`src/rtl/core/ptt_pkg.sv`:
```
// ----------------------------------------------------------------------------
// ptt_pkg: shared types and constants of the periodic task table
// Field widths, status and op codes, controller states and the command and
// status bundles that join the controller to the datapath.
// ----------------------------------------------------------------------------
package ptt_pkg;

	// default table depth
	localparam int ENTRIES_DEF = 16;

	// field widths
	localparam int OP_W     = 2;
	localparam int KEY_W    = 32;
	localparam int PHASE_W  = 16;
	localparam int PERIOD_W = 16;
	localparam int TICK_W   = 32;
	localparam int SLOT_W   = 4;
	localparam int STATUS_W = 3;
	localparam int COUNT_W  = 5;
	localparam int WM_W     = 5;

	// request bus layout, lowest bit first
	localparam int KEY_LO    = 0;
	localparam int PHASE_LO  = KEY_LO + KEY_W;
	localparam int PERIOD_LO = PHASE_LO + PHASE_W;
	localparam int REPL_LO   = PERIOD_LO + PERIOD_W;
	localparam int TICK_LO   = REPL_LO + 1;
	localparam int SLOT_LO   = TICK_LO + TICK_W;
	localparam int IN_BITS   = SLOT_LO + SLOT_W;
	localparam int IN_DATA_W = ((IN_BITS + 7) / 8) * 8;

	// result bus layout, lowest bit first
	localparam int ST_LO      = 0;
	localparam int CNT_LO     = ST_LO + STATUS_W;
	localparam int HIT_LO     = CNT_LO + COUNT_W;
	localparam int DUE_LO     = HIT_LO + 1;
	localparam int OUT_BITS   = DUE_LO + 1;
	localparam int OUT_DATA_W = ((OUT_BITS + 7) / 8) * 8;

	typedef enum logic [OP_W-1:0] {
		OP_ADD   = 2'd0,
		OP_DEL   = 2'd1,
		OP_QUERY = 2'd2,
		OP_NOP   = 2'd3
	} op_t;

	typedef enum logic [STATUS_W-1:0] {
		ST_OK        = 3'd0,
		ST_FULL      = 3'd1,
		ST_EXISTS    = 3'd2,
		ST_EMPTY     = 3'd3,
		ST_NOT_FOUND = 3'd4
	} status_t;

	typedef struct packed {
		logic [KEY_W-1:0]    key;
		logic [PHASE_W-1:0]  phase;
		logic [PERIOD_W-1:0] period;
	} entry_t;

	typedef enum logic [3:0] {
		S_IDLE,
		S_DISPATCH,
		S_SRCH_RD,
		S_SRCH_CMP,
		S_APPEND,
		S_REPLACE,
		S_SHIFT_RD,
		S_SHIFT_WR,
		S_CLEAR,
		S_QRY_RD,
		S_QRY_DIV,
		S_QRY_WAIT,
		S_FINISH
	} state_t;

	typedef enum logic [1:0] {
		RD_IDX,
		RD_NEXT,
		RD_SLOT
	} rd_sel_t;

	typedef enum logic [1:0] {
		WR_NEW,
		WR_SHIFT,
		WR_CLEAR
	} wr_sel_t;

	typedef enum logic [1:0] {
		DUE_ZERO,
		DUE_ONE,
		DUE_CMP
	} due_sel_t;

	// controller to datapath
	typedef struct packed {
		logic     load;
		logic     idx_inc;
		logic     rd_en;
		rd_sel_t  rd_sel;
		logic     wr_en;
		wr_sel_t  wr_sel;
		logic     cnt_inc;
		logic     cnt_dec;
		logic     rem_start;
		logic     pend_set;
		status_t  pend_status;
		due_sel_t due_sel;
		logic     hit_chk;
		logic     out_load;
	} cmd_t;

	// datapath to controller
	typedef struct packed {
		op_t  op;
		logic replace;
		logic full;
		logic empty;
		logic match;
		logic last;
		logic near_end;
		logic slot_oob;
		logic slot_unused;
		logic rem_busy;
		logic out_free;
	} sts_t;

endpackage

```
`src/rtl/core/periodic_task_table.sv`:
```
// Sequence, from request to result: add or delete search the entries by key, and a delete
//   shifts every entry behind the match down one slot; a due query of an occupied slot runs
//   the 32-step serial remainder unit. Full, empty, an unused slot and op 3 need neither.
// Throughput: one request at a time; the next request is taken while a result still waits.
// Reset: arst_n clears the controller, entry count and result valid at once and sets the
//   watermark level to ENTRIES; no memory clearing pass is needed.
// ----------------------------------------------------------------------------
// periodic_task_table: compact table of periodic tasks
// Add, rewrite and delete with compaction over a key-searched entry memory,
// plus a due query per slot. Controller and datapath are separate modules.
// ----------------------------------------------------------------------------
module periodic_task_table #(
	parameter int ENTRIES = ptt_pkg::ENTRIES_DEF
) (
	input  logic                           clk,
	input  logic                           arst_n,
	// request stream
	input  logic                           s_tvalid,
	output logic                           s_tready,
	// tdata: task_key[31:0], phase[47:32], period[63:48], replace[64],
	//        tick_now[96:65], slot[100:97], zero fill to 104 bits
	input  logic [ptt_pkg::IN_DATA_W-1:0]  s_tdata,
	// tuser: op[1:0]
	input  logic [ptt_pkg::OP_W-1:0]       s_tuser,
	// result stream
	output logic                           m_tvalid,
	input  logic                           m_tready,
	// tdata: status[2:0], count[7:3], watermark_hit[8], due[9], zero fill to 16 bits
	output logic [ptt_pkg::OUT_DATA_W-1:0] m_tdata,
	// watermark level register
	input  logic                           cfg_we,
	input  logic [ptt_pkg::WM_W-1:0]       cfg_wdata
);
	import ptt_pkg::*;

	cmd_t cmd;
	sts_t sts;

	// sequencing
	ptt_ctrl u_ctrl (
		.clk       (clk),
		.arst_n    (arst_n),
		.req_valid (s_tvalid),
		.req_ready (s_tready),
		.sts       (sts),
		.cmd       (cmd)
	);

	// storage and arithmetic
	ptt_dpath #(
		.ENTRIES (ENTRIES)
	) u_dpath (
		.clk       (clk),
		.arst_n    (arst_n),
		.cmd       (cmd),
		.sts       (sts),
		.req_op    (s_tuser),
		.req_data  (s_tdata),
		.cfg_we    (cfg_we),
		.cfg_wdata (cfg_wdata),
		.res_valid (m_tvalid),
		.res_ready (m_tready),
		.res_data  (m_tdata)
	);

endmodule

```
`src/rtl/core/ptt_rem.sv`:
```
// ----------------------------------------------------------------------------
// ptt_rem: serial remainder unit
// Restoring division of the tick by the period, one quotient bit per cycle;
// only the remainder is kept.
// ----------------------------------------------------------------------------
module ptt_rem (
	input  logic                         clk,
	input  logic                         arst_n,
	input  logic                         start,
	input  logic [ptt_pkg::TICK_W-1:0]   dividend,
	input  logic [ptt_pkg::PERIOD_W-1:0] divisor,
	output logic                         busy,
	output logic [ptt_pkg::PERIOD_W-1:0] rem
);
	import ptt_pkg::*;

	localparam int STEPS  = TICK_W;
	localparam int STEP_W = $clog2(STEPS + 1);

	logic [TICK_W-1:0]   dvd_q;
	logic [PERIOD_W-1:0] rem_q;
	logic [PERIOD_W-1:0] dsr_q;
	logic [STEP_W-1:0]   step_q;
	logic                busy_q;
	logic [PERIOD_W:0]   trial;

	// shift in the next dividend bit
	assign trial = {rem_q, dvd_q[TICK_W-1]};

	// step control
	always_ff @(posedge clk or negedge arst_n) begin
		if (!arst_n) begin
			busy_q <= 1'b0;
			step_q <= '0;
		end else if (start) begin
			busy_q <= 1'b1;
			step_q <= STEP_W'(STEPS);
		end else if (busy_q) begin
			step_q <= step_q - STEP_W'(1);
			busy_q <= (step_q != STEP_W'(1));
		end
	end

	// subtract when the trial remainder reaches the divisor
	always_ff @(posedge clk) begin
		if (start) begin
			dvd_q <= dividend;
			dsr_q <= divisor;
			rem_q <= '0;
		end else if (busy_q) begin
			dvd_q <= {dvd_q[TICK_W-2:0], 1'b0};
			if (trial >= {1'b0, dsr_q}) begin
				rem_q <= PERIOD_W'(trial - {1'b0, dsr_q});
			end else begin
				rem_q <= trial[PERIOD_W-1:0];
			end
		end
	end

	assign busy = busy_q;
	assign rem  = rem_q;

endmodule

```
`src/rtl/core/ptt_dpath.sv`:
```
// ----------------------------------------------------------------------------
// ptt_dpath: table datapath
// Request registers, entry memory, search and shift pointer, entry count,
// watermark register, remainder unit and result register.
// ----------------------------------------------------------------------------
module ptt_dpath #(
	parameter int ENTRIES = ptt_pkg::ENTRIES_DEF
) (
	input  logic                           clk,
	input  logic                           arst_n,
	input  ptt_pkg::cmd_t                  cmd,
	output ptt_pkg::sts_t                  sts,
	input  logic [ptt_pkg::OP_W-1:0]       req_op,
	input  logic [ptt_pkg::IN_DATA_W-1:0]  req_data,
	input  logic                           cfg_we,
	input  logic [ptt_pkg::WM_W-1:0]       cfg_wdata,
	output logic                           res_valid,
	input  logic                           res_ready,
	output logic [ptt_pkg::OUT_DATA_W-1:0] res_data
);
	import ptt_pkg::*;

	localparam int AW = $clog2(ENTRIES);
	localparam int CW = $clog2(ENTRIES + 1);

	// request fields
	op_t                 op_q;
	logic [KEY_W-1:0]    key_q;
	logic [PHASE_W-1:0]  phase_q;
	logic [PERIOD_W-1:0] period_q;
	logic                repl_q;
	logic [TICK_W-1:0]   tick_q;
	logic [SLOT_W-1:0]   slot_q;

	// control registers
	logic [CW-1:0]   cnt_q;
	logic [CW-1:0]   idx_q;
	logic [WM_W-1:0] wm_q;
	logic            out_valid_q;

	// pending and delivered result
	status_t             pend_status_q;
	logic                pend_hit_q;
	logic                pend_due_q;
	logic [OUT_BITS-1:0] out_q;

	// entry memory
	entry_t        mem [ENTRIES];
	entry_t        rd_q;
	entry_t        wr_data;
	logic [AW-1:0] rd_addr;
	logic [CW-1:0] idx_nxt;

	// remainder unit
	logic [PERIOD_W-1:0] divisor;
	logic [PERIOD_W-1:0] rem;
	logic                rem_busy;
	logic                due_val;

	// capture the request
	always_ff @(posedge clk) begin
		if (cmd.load) begin
			op_q     <= op_t'(req_op);
			key_q    <= req_data[KEY_LO +: KEY_W];
			phase_q  <= req_data[PHASE_LO +: PHASE_W];
			period_q <= req_data[PERIOD_LO +: PERIOD_W];
			repl_q   <= req_data[REPL_LO];
			tick_q   <= req_data[TICK_LO +: TICK_W];
			slot_q   <= req_data[SLOT_LO +: SLOT_W];
		end
	end

	// pointer, count, watermark and result valid
	always_ff @(posedge clk or negedge arst_n) begin
		if (!arst_n) begin
			idx_q       <= '0;
			cnt_q       <= '0;
			wm_q        <= WM_W'(ENTRIES);
			out_valid_q <= 1'b0;
		end else begin
			if (cmd.load) begin
				idx_q <= '0;
			end else if (cmd.idx_inc) begin
				idx_q <= idx_nxt;
			end
			if (cmd.cnt_inc) begin
				cnt_q <= cnt_q + CW'(1);
			end else if (cmd.cnt_dec) begin
				cnt_q <= cnt_q - CW'(1);
			end
			if (cfg_we) begin
				wm_q <= cfg_wdata;
			end
			if (cmd.out_load) begin
				out_valid_q <= 1'b1;
			end else if (res_ready) begin
				out_valid_q <= 1'b0;
			end
		end
	end

	assign idx_nxt = idx_q + CW'(1);

	// select read address and write data
	always_comb begin
		case (cmd.rd_sel)
			RD_IDX:  rd_addr = idx_q[AW-1:0];
			RD_NEXT: rd_addr = idx_nxt[AW-1:0];
			RD_SLOT: rd_addr = AW'(slot_q);
			default: rd_addr = idx_q[AW-1:0];
		endcase
		case (cmd.wr_sel)
			WR_NEW:   wr_data = '{key: key_q, phase: phase_q, period: period_q};
			WR_SHIFT: wr_data = rd_q;
			WR_CLEAR: wr_data = '{key: '0, phase: '0, period: PERIOD_W'(1)};
			default:  wr_data = rd_q;
		endcase
	end

	// one write port, one registered read port
	always_ff @(posedge clk) begin
		if (cmd.wr_en) begin
			mem[idx_q[AW-1:0]] <= wr_data;
		end
		if (cmd.rd_en) begin
			rd_q <= mem[rd_addr];
		end
	end

	// tick modulo max(period, 1)
	assign divisor = (rd_q.period == '0) ? PERIOD_W'(1) : rd_q.period;

	ptt_rem u_rem (
		.clk      (clk),
		.arst_n   (arst_n),
		.start    (cmd.rem_start),
		.dividend (tick_q),
		.divisor  (divisor),
		.busy     (rem_busy),
		.rem      (rem)
	);

	always_comb begin
		case (cmd.due_sel)
			DUE_ZERO: due_val = 1'b0;
			DUE_ONE:  due_val = 1'b1;
			DUE_CMP:  due_val = (rd_q.phase == rem);
			default:  due_val = 1'b0;
		endcase
	end

	// hold the result until the output register is free
	always_ff @(posedge clk) begin
		if (cmd.pend_set) begin
			pend_status_q <= cmd.pend_status;
			pend_due_q    <= due_val;
			pend_hit_q    <= cmd.hit_chk && ((32'(cnt_q) + 1) == 32'(wm_q));
		end
		if (cmd.out_load) begin
			out_q <= {pend_due_q, pend_hit_q, COUNT_W'(cnt_q), pend_status_q};
		end
	end

	assign res_valid = out_valid_q;
	assign res_data  = OUT_DATA_W'(out_q);

	// status toward the controller
	always_comb begin
		sts.op          = op_q;
		sts.replace     = repl_q;
		sts.full        = (32'(cnt_q) >= 32'(ENTRIES));
		sts.empty       = (cnt_q == '0);
		sts.match       = (rd_q.key == key_q);
		sts.last        = ((32'(idx_q) + 1) >= 32'(cnt_q));
		sts.near_end    = ((32'(idx_q) + 2) >= 32'(cnt_q));
		sts.slot_oob    = (32'(slot_q) >= 32'(ENTRIES));
		sts.slot_unused = (32'(slot_q) >= 32'(cnt_q));
		sts.rem_busy    = rem_busy;
		sts.out_free    = !out_valid_q || res_ready;
	end

endmodule

```
`src/rtl/core/ptt_ctrl.sv`:
```
// ----------------------------------------------------------------------------
// ptt_ctrl: table controller
// Sequences the key search, the append or rewrite, the compaction shift and
// the due query, then hands the result to the output register.
// ----------------------------------------------------------------------------
module ptt_ctrl (
	input  logic          clk,
	input  logic          arst_n,
	input  logic          req_valid,
	output logic          req_ready,
	input  ptt_pkg::sts_t sts,
	output ptt_pkg::cmd_t cmd
);
	import ptt_pkg::*;

	state_t state_q;
	state_t state_d;

	// state register
	always_ff @(posedge clk or negedge arst_n) begin
		if (!arst_n) begin
			state_q <= S_IDLE;
		end else begin
			state_q <= state_d;
		end
	end

	// next state and commands
	always_comb begin
		state_d   = state_q;
		cmd       = '0;
		req_ready = 1'b0;
		case (state_q)
			S_IDLE: begin
				req_ready = 1'b1;
				if (req_valid) begin
					cmd.load = 1'b1;
					state_d  = S_DISPATCH;
				end
			end
			S_DISPATCH: begin
				case (sts.op)
					OP_ADD: begin
						if (sts.full) begin
							cmd.pend_set    = 1'b1;
							cmd.pend_status = ST_FULL;
							state_d         = S_FINISH;
						end else if (sts.empty) begin
							state_d = S_APPEND;
						end else begin
							state_d = S_SRCH_RD;
						end
					end
					OP_DEL: begin
						if (sts.empty) begin
							cmd.pend_set    = 1'b1;
							cmd.pend_status = ST_EMPTY;
							state_d         = S_FINISH;
						end else begin
							state_d = S_SRCH_RD;
						end
					end
					OP_QUERY: begin
						if (sts.slot_oob) begin
							cmd.pend_set    = 1'b1;
							cmd.pend_status = ST_NOT_FOUND;
							state_d         = S_FINISH;
						end else if (sts.slot_unused) begin
							// unused slots are answered as phase 0, period 1: always due
							cmd.pend_set    = 1'b1;
							cmd.pend_status = ST_OK;
							cmd.due_sel     = DUE_ONE;
							state_d         = S_FINISH;
						end else begin
							state_d = S_QRY_RD;
						end
					end
					default: begin
						cmd.pend_set    = 1'b1;
						cmd.pend_status = ST_OK;
						state_d         = S_FINISH;
					end
				endcase
			end
			// search: read the entry under the pointer, compare next cycle
			S_SRCH_RD: begin
				cmd.rd_en  = 1'b1;
				cmd.rd_sel = RD_IDX;
				state_d    = S_SRCH_CMP;
			end
			S_SRCH_CMP: begin
				if (sts.match) begin
					if (sts.op == OP_DEL) begin
						state_d = sts.last ? S_CLEAR : S_SHIFT_RD;
					end else if (sts.replace) begin
						state_d = S_REPLACE;
					end else begin
						cmd.pend_set    = 1'b1;
						cmd.pend_status = ST_EXISTS;
						state_d         = S_FINISH;
					end
				end else begin
					cmd.idx_inc = 1'b1;
					if (!sts.last) begin
						state_d = S_SRCH_RD;
					end else if (sts.op == OP_DEL) begin
						cmd.pend_set    = 1'b1;
						cmd.pend_status = ST_NOT_FOUND;
						state_d         = S_FINISH;
					end else begin
						state_d = S_APPEND;
					end
				end
			end
			S_APPEND: begin
				cmd.wr_en       = 1'b1;
				cmd.wr_sel      = WR_NEW;
				cmd.cnt_inc     = 1'b1;
				cmd.pend_set    = 1'b1;
				cmd.pend_status = ST_OK;
				cmd.hit_chk     = 1'b1;
				state_d         = S_FINISH;
			end
			S_REPLACE: begin
				cmd.wr_en       = 1'b1;
				cmd.wr_sel      = WR_NEW;
				cmd.pend_set    = 1'b1;
				cmd.pend_status = ST_OK;
				state_d         = S_FINISH;
			end
			// compaction: move the following entry down one slot
			S_SHIFT_RD: begin
				cmd.rd_en  = 1'b1;
				cmd.rd_sel = RD_NEXT;
				state_d    = S_SHIFT_WR;
			end
			S_SHIFT_WR: begin
				cmd.wr_en   = 1'b1;
				cmd.wr_sel  = WR_SHIFT;
				cmd.idx_inc = 1'b1;
				state_d     = sts.near_end ? S_CLEAR : S_SHIFT_RD;
			end
			S_CLEAR: begin
				cmd.wr_en       = 1'b1;
				cmd.wr_sel      = WR_CLEAR;
				cmd.cnt_dec     = 1'b1;
				cmd.pend_set    = 1'b1;
				cmd.pend_status = ST_OK;
				state_d         = S_FINISH;
			end
			// due query: fetch the slot, then tick modulo period
			S_QRY_RD: begin
				cmd.rd_en  = 1'b1;
				cmd.rd_sel = RD_SLOT;
				state_d    = S_QRY_DIV;
			end
			S_QRY_DIV: begin
				cmd.rem_start = 1'b1;
				state_d       = S_QRY_WAIT;
			end
			S_QRY_WAIT: begin
				if (!sts.rem_busy) begin
					cmd.pend_set    = 1'b1;
					cmd.pend_status = ST_OK;
					cmd.due_sel     = DUE_CMP;
					state_d         = S_FINISH;
				end
			end
			S_FINISH: begin
				if (sts.out_free) begin
					cmd.out_load = 1'b1;
					state_d      = S_IDLE;
				end
			end
			default: begin
				state_d = S_IDLE;
			end
		endcase
	end

endmodule

```
`config.mk`:
```
export PLATFORM = sky130hd
export DESIGN_NAME = periodic_task_table
export DESIGN_NICKNAME = d
export VERILOG_FILES = /design/src/rtl/core/ptt_pkg.sv /design/src/rtl/core/periodic_task_table.sv /design/src/rtl/core/ptt_rem.sv /design/src/rtl/core/ptt_dpath.sv /design/src/rtl/core/ptt_ctrl.sv
export SDC_FILE = /design/constraint.sdc
export NUM_CORES = 2
export LEC_CHECK = 0
export ABC_AREA = 1
export BUFFER_PORTS_ARGS = -buffer_cell sky130_fd_sc_hd__buf_2
export CAP_MARGIN = 20
export CORE_MARGIN = 2
export CORE_UTILIZATION = 60
export CTS_CLUSTER_DIAMETER = 30
export DETAILED_ROUTE_END_ITERATION = 8
export GPL_TIMING_DRIVEN = 0
export HOLD_SLACK_MARGIN = 0.05
export PLACE_DENSITY = 0.86
export REMOVE_ABC_BUFFERS = 1
export SYNTH_ARGS = -nofsm -noshare
export SYNTH_HDL_FRONTEND = slang
export SYNTH_SLANG_ARGS = --single-unit
```
`constraint.sdc`:
```
create_clock -name clk -period 7.9 [get_ports clk]
set_input_delay 1.185 -clock clk [delete_from_list [all_inputs] [get_ports clk]]
set_output_delay 1.185 -clock clk [all_outputs]
set_load 0.03 [all_outputs]
```
==> reports/summary.md <==
## Power and ir drop
* 22.7 nW — leakage dissipation
* 0.483 mV — maximum ir drop on the vdd rail
* 0.287 — clock share of power
* 0.380 — share of total power consumed by net switching
* 17.8 mW — Pint
* 0.370 — combinational power share
* 10.9 mW — switching power total
* 456 mW/mm^2 — Power Dens Cells
* 0.343 — sequential share of power

## Final layout
* 4533 — Final nets
* 0.143 — ratio of cells with drive above 1 in the final layout
* 0.0387 mm^2 — footprint of the flip-flops and latches
* 0 — ant diodes
* 0.0629 mm^2 — cell area after layout
* 17.0% — relative area change from synthesis to final layout
* 4965 — count of filler cells inserted in the layout
* 0.0128 mm^2 — footprint of the multi-input gates
* 0.710 — fraction of the core area covered by cells at the end of the flow

## Synth
* 1254 — EDFF count, synth
* 0.0538 mm^2 — Post-Syn Area
* 0.0117 — post-synthesis share of cell area spent on full adders, half adders and majority gates
* 0.718 — share of synthesized area occupied by flip-flops and latches
* 0.00105 — mux share of post-synthesis cell area
* 12.8 um^2 — Mean Syn Cell Area
* edfxtp_1 — most instantiated library cell after synthesis
* 0 — Synth warnings
* edfxtp_1, o211ai_1, nand2_1, o21ai_0, inv_1 — synth top area cells
* 0.0922 — post-synthesis share of cell area spent on and, or, nand and nor gates
* edfxtp_1 — Yosys top cell by area
* 0.700 — post-synth top area share
* 4204 — Syn Inst Count
* edfxtp_1, nand2_1, o211ai_1 — top cells by instance count after synthesis
* 0.0208 — share of synthesized flip-flops with an asynchronous set or reset
* edfxtp_1 — dominant synthesized flop cell
* 1297 — flop and latch count out of synthesis
* 0.124 — compound-gate portion of the synthesized area
* 51 — count of cell types in the netlist
* 0.00684 — xor and xnor area share after synthesis
* compound AO/OA/AOI/OAI gates — main combinational cell family by area after synthesis

## Critical path
* 16 — Register-to-Register Path Depth
* u_dpath.rd_q[40] — critical register-to-register path endpoint
* 241 — critical path peak fanout
* flip-flop to flip-flop — kind of critical path
* flip-flop — startpoint type of the worst setup path
* 8.42 ns — data required time at the worst endpoint
* 2.82 ns — r2r setup slk
* flip-flop — category of the worst setup path capture point
* 5.60 ns — Arrival @ worst endpoint
* u_ctrl.state_q[3] — source of the worst register-to-register timing path

## Floorplanning
* 134 — io pins
* 303 um — Die Y
* 0.0921 mm^2 — die area
* 0.0886 mm^2 — Core Area
* 0.607 — starting utilization of the core area
* 303 um — die width
* 109 — floorplan row count

## Status
* completed — outcome

## Global route
* 0.321 — gr usage total
* 0 — overflow left after global routing
* 38000 — vias in the first global route
* 2 — number of antenna violations at the first check in global routing
* 242 — pin count of the biggest net entering global routing
* 220000 um — wire length of the first global-routing pass

## Flow run
* 0 — max-cap check violation count

## Timing
* 0.0463 ns — worst clock skew on the final layout
* 1.17 ns — transition at the pin with the smallest max-transition slack
* 0.400 ns — tightest hold margin
* 0 — max-slew violations
* 0 — hold violation count in the final report
* 197 MHz — highest attainable clock frequency
* no — setup repair after global routing missed its margin
* 0.214 — max-slew headroom at the worst pin
* 5.08 ns — minimum period implied by the final worst setup slack
* 0.642 — final critical-path share of the clock period
* 0 — Setup violations, final
* 2.82 ns — final critical-path setup slack

## Clocking
* 0.79 ns — clock latency on the worst-skew pair
* 0 — setup fix buffers added after clock tree synthesis
* clkbuf_16 — buffer type at the clock tree root
* built — CTS tree
* 0 — post-cts repair resize count
* 0 — number of hold buffers added after cts
* 179 — total clock buffers created by CTS
* 4 — depth of the CTS H-tree
* 1297 — TritonCTS Sinks
* 0.06 ns — clk slew on worst S/H paths
* 3 — clock buffer depth

## Min path
* 0 — worst hold path depth
* flip-flop to flip-flop — Hold Crit Class
* u_dpath.pend_status_q[1] — start point of the worst hold path
* u_dpath.out_q[1] — endpoint of the worst hold path

## Routing
* 37700 — vias after detailed routing
* 0 — Remaining DRCs
* 150000 um — final WL
* 6.63 — Via-to-Cell Ratio
* 6279 — Initial DRC Count
* 7 — Initial DRT Pass Iterations
* 26.3 um — average routed wire per standard cell
* 0 — count of nets left with antenna violations after detail routing

## Place
* 124 — port buffer count
* 0.894 — gp weighted congestion
* 73600 um — final HPWL from detailed placement
* 3.23 ns — setup slack at placement
* 0.0566 mm^2 — placed inst area

[how the worst max path moves through the flow]
| stage | from | to | slack (ns) |
|---|---|---|---|
| after global placement | u_ctrl.state_q[3] | u_dpath.rd_q[57] | -15.36 |
| after global routing | u_ctrl.state_q[1] | u_dpath.rd_q[57] | 2.60 |
| after detailed placement | u_ctrl.state_q[0] | u_dpath.rd_q[42] | 3.23 |
| final | u_ctrl.state_q[3] | u_dpath.rd_q[40] | 2.82 |
| after floorplan | u_ctrl.state_q[0] | u_dpath.rd_q[0] | -4.12 |
| after CTS | u_ctrl.state_q[3] | u_dpath.rd_q[40] | 3.04 |
[cell usage in the layout (no fill, tap or decap), types with 19 or more instances in the layout]
cell type  count
buf_4         22
or2_1        116
bufinv_16     23
nand3_1       44
o22ai_1       99
nand2_1      601
dfrtp_1       26
clkinv_2      19
o211ai_1     456
inv_1        319
buf_2        134
ha_1          47
clkbuf_1      25
nor2_1       278
or2_2         78
o21ai_1       62
buf_12        19
a21oi_1       34
edfxtp_1    1254
buf_16        36
xnor2_1       24
clkinv_4      22
o21ai_0      379
clkbuf_16    183
[cell type report]
| cell class | instances | share of cell area |
|---|---|---|
| Timing Repair Buffer | 231 | 0.0395 |
| Inverter | 344 | 0.0217 |
| Multi-Input combinational cell | 2315 | 0.203 |
| Tap cell | 1165 | 0.0232 |
| Sequential cell | 1297 | 0.614 |
| Clock inverter | 121 | 0.0242 |
| Clock buffer | 210 | 0.0747 |
[cells by family (layout without fill, tap and decap cells)]
group,count (synthesis),after routing
DFF,1297,1297
muxes,5,5
AOI/OAI and AO/OA,1060,1060
xor gates and xnor gates,42,42
other,1,6
adders and majority gates,49,49
buffers and inverters,597,906
and+or+nand+nor,1153,1153
[per-stage QoR]
step           instances  TNS [ns]  power [mW]
6_report            5683         0        28.7
3_3_place_gp        5245  -1805.38        18.8
2_1_floorplan       3956   -263.58        16.2
5_1_grt             5683         0        29.8
3_5_place_dp        5343         0        19.7
4_1_cts             5674         0        28.3
[sequential cells by signal, summed over array words and instances (netlist names), 5 cells and up]
register              flops
u_dpath.mem            1024
u_dpath.rd_q             64
u_dpath.key_q            32
u_dpath.tick_q           32
u_dpath.u_rem.dvd_q      32
u_dpath.period_q         16
u_dpath.phase_q          16
u_dpath.u_rem.dsr_q      16
u_dpath.u_rem.rem        16
u_dpath.out_q            10
u_dpath.u_rem.step_q      6
u_dpath.cnt_q             5
u_dpath.idx_q             5
u_dpath.wm_q              5
[critical path, stage by stage (launching register included)]
cell,delay [ns]
dfrtp_1,0.39
inv_1,0.07
nor2_1,0.12
inv_1,0.12
nor2_1,0.22
inv_1,0.12
ha_1,0.41
o21ai_4,0.76
buf_16,0.26
buf_12,0.23
buf_12,0.23
inv_16,0.21
buf_16,0.44
o211ai_1,0.41
nand2_1,0.13
o211ai_1,0.28
nand2_1,0.08
[layer usage]
| layer | vias to the layer above | part of all wire | GRT usage |
|---|---|---|---|
| met5 | - | 0.00021 | 0 |
| met4 | 4 | 0.063 | 0.204 |
| met3 | 772 | 0.13 | 0.0747 |
| met2 | 3337 | 0.47 | 0.510 |
| met1 | 17900 | 0.33 | 0.402 |
| li1 | 15600 | - | - |
[power by group through the flow]
| stage | Sequential [mW] | Combinational [mW] | Clock [mW] |
|---|---|---|---|
| after global placement | 10.0 | 8.72 | 0 |
| after CTS | 9.82 | 10.2 | 8.26 |
| after detailed placement | 9.92 | 9.82 | 0 |
| after global routing | 9.89 | 11.3 | 8.55 |
| after floorplan | 9.82 | 6.38 | 0 |
| final | 9.85 | 10.6 | 8.25 |
No activity file was read; power rests on OpenSTA's default activity.
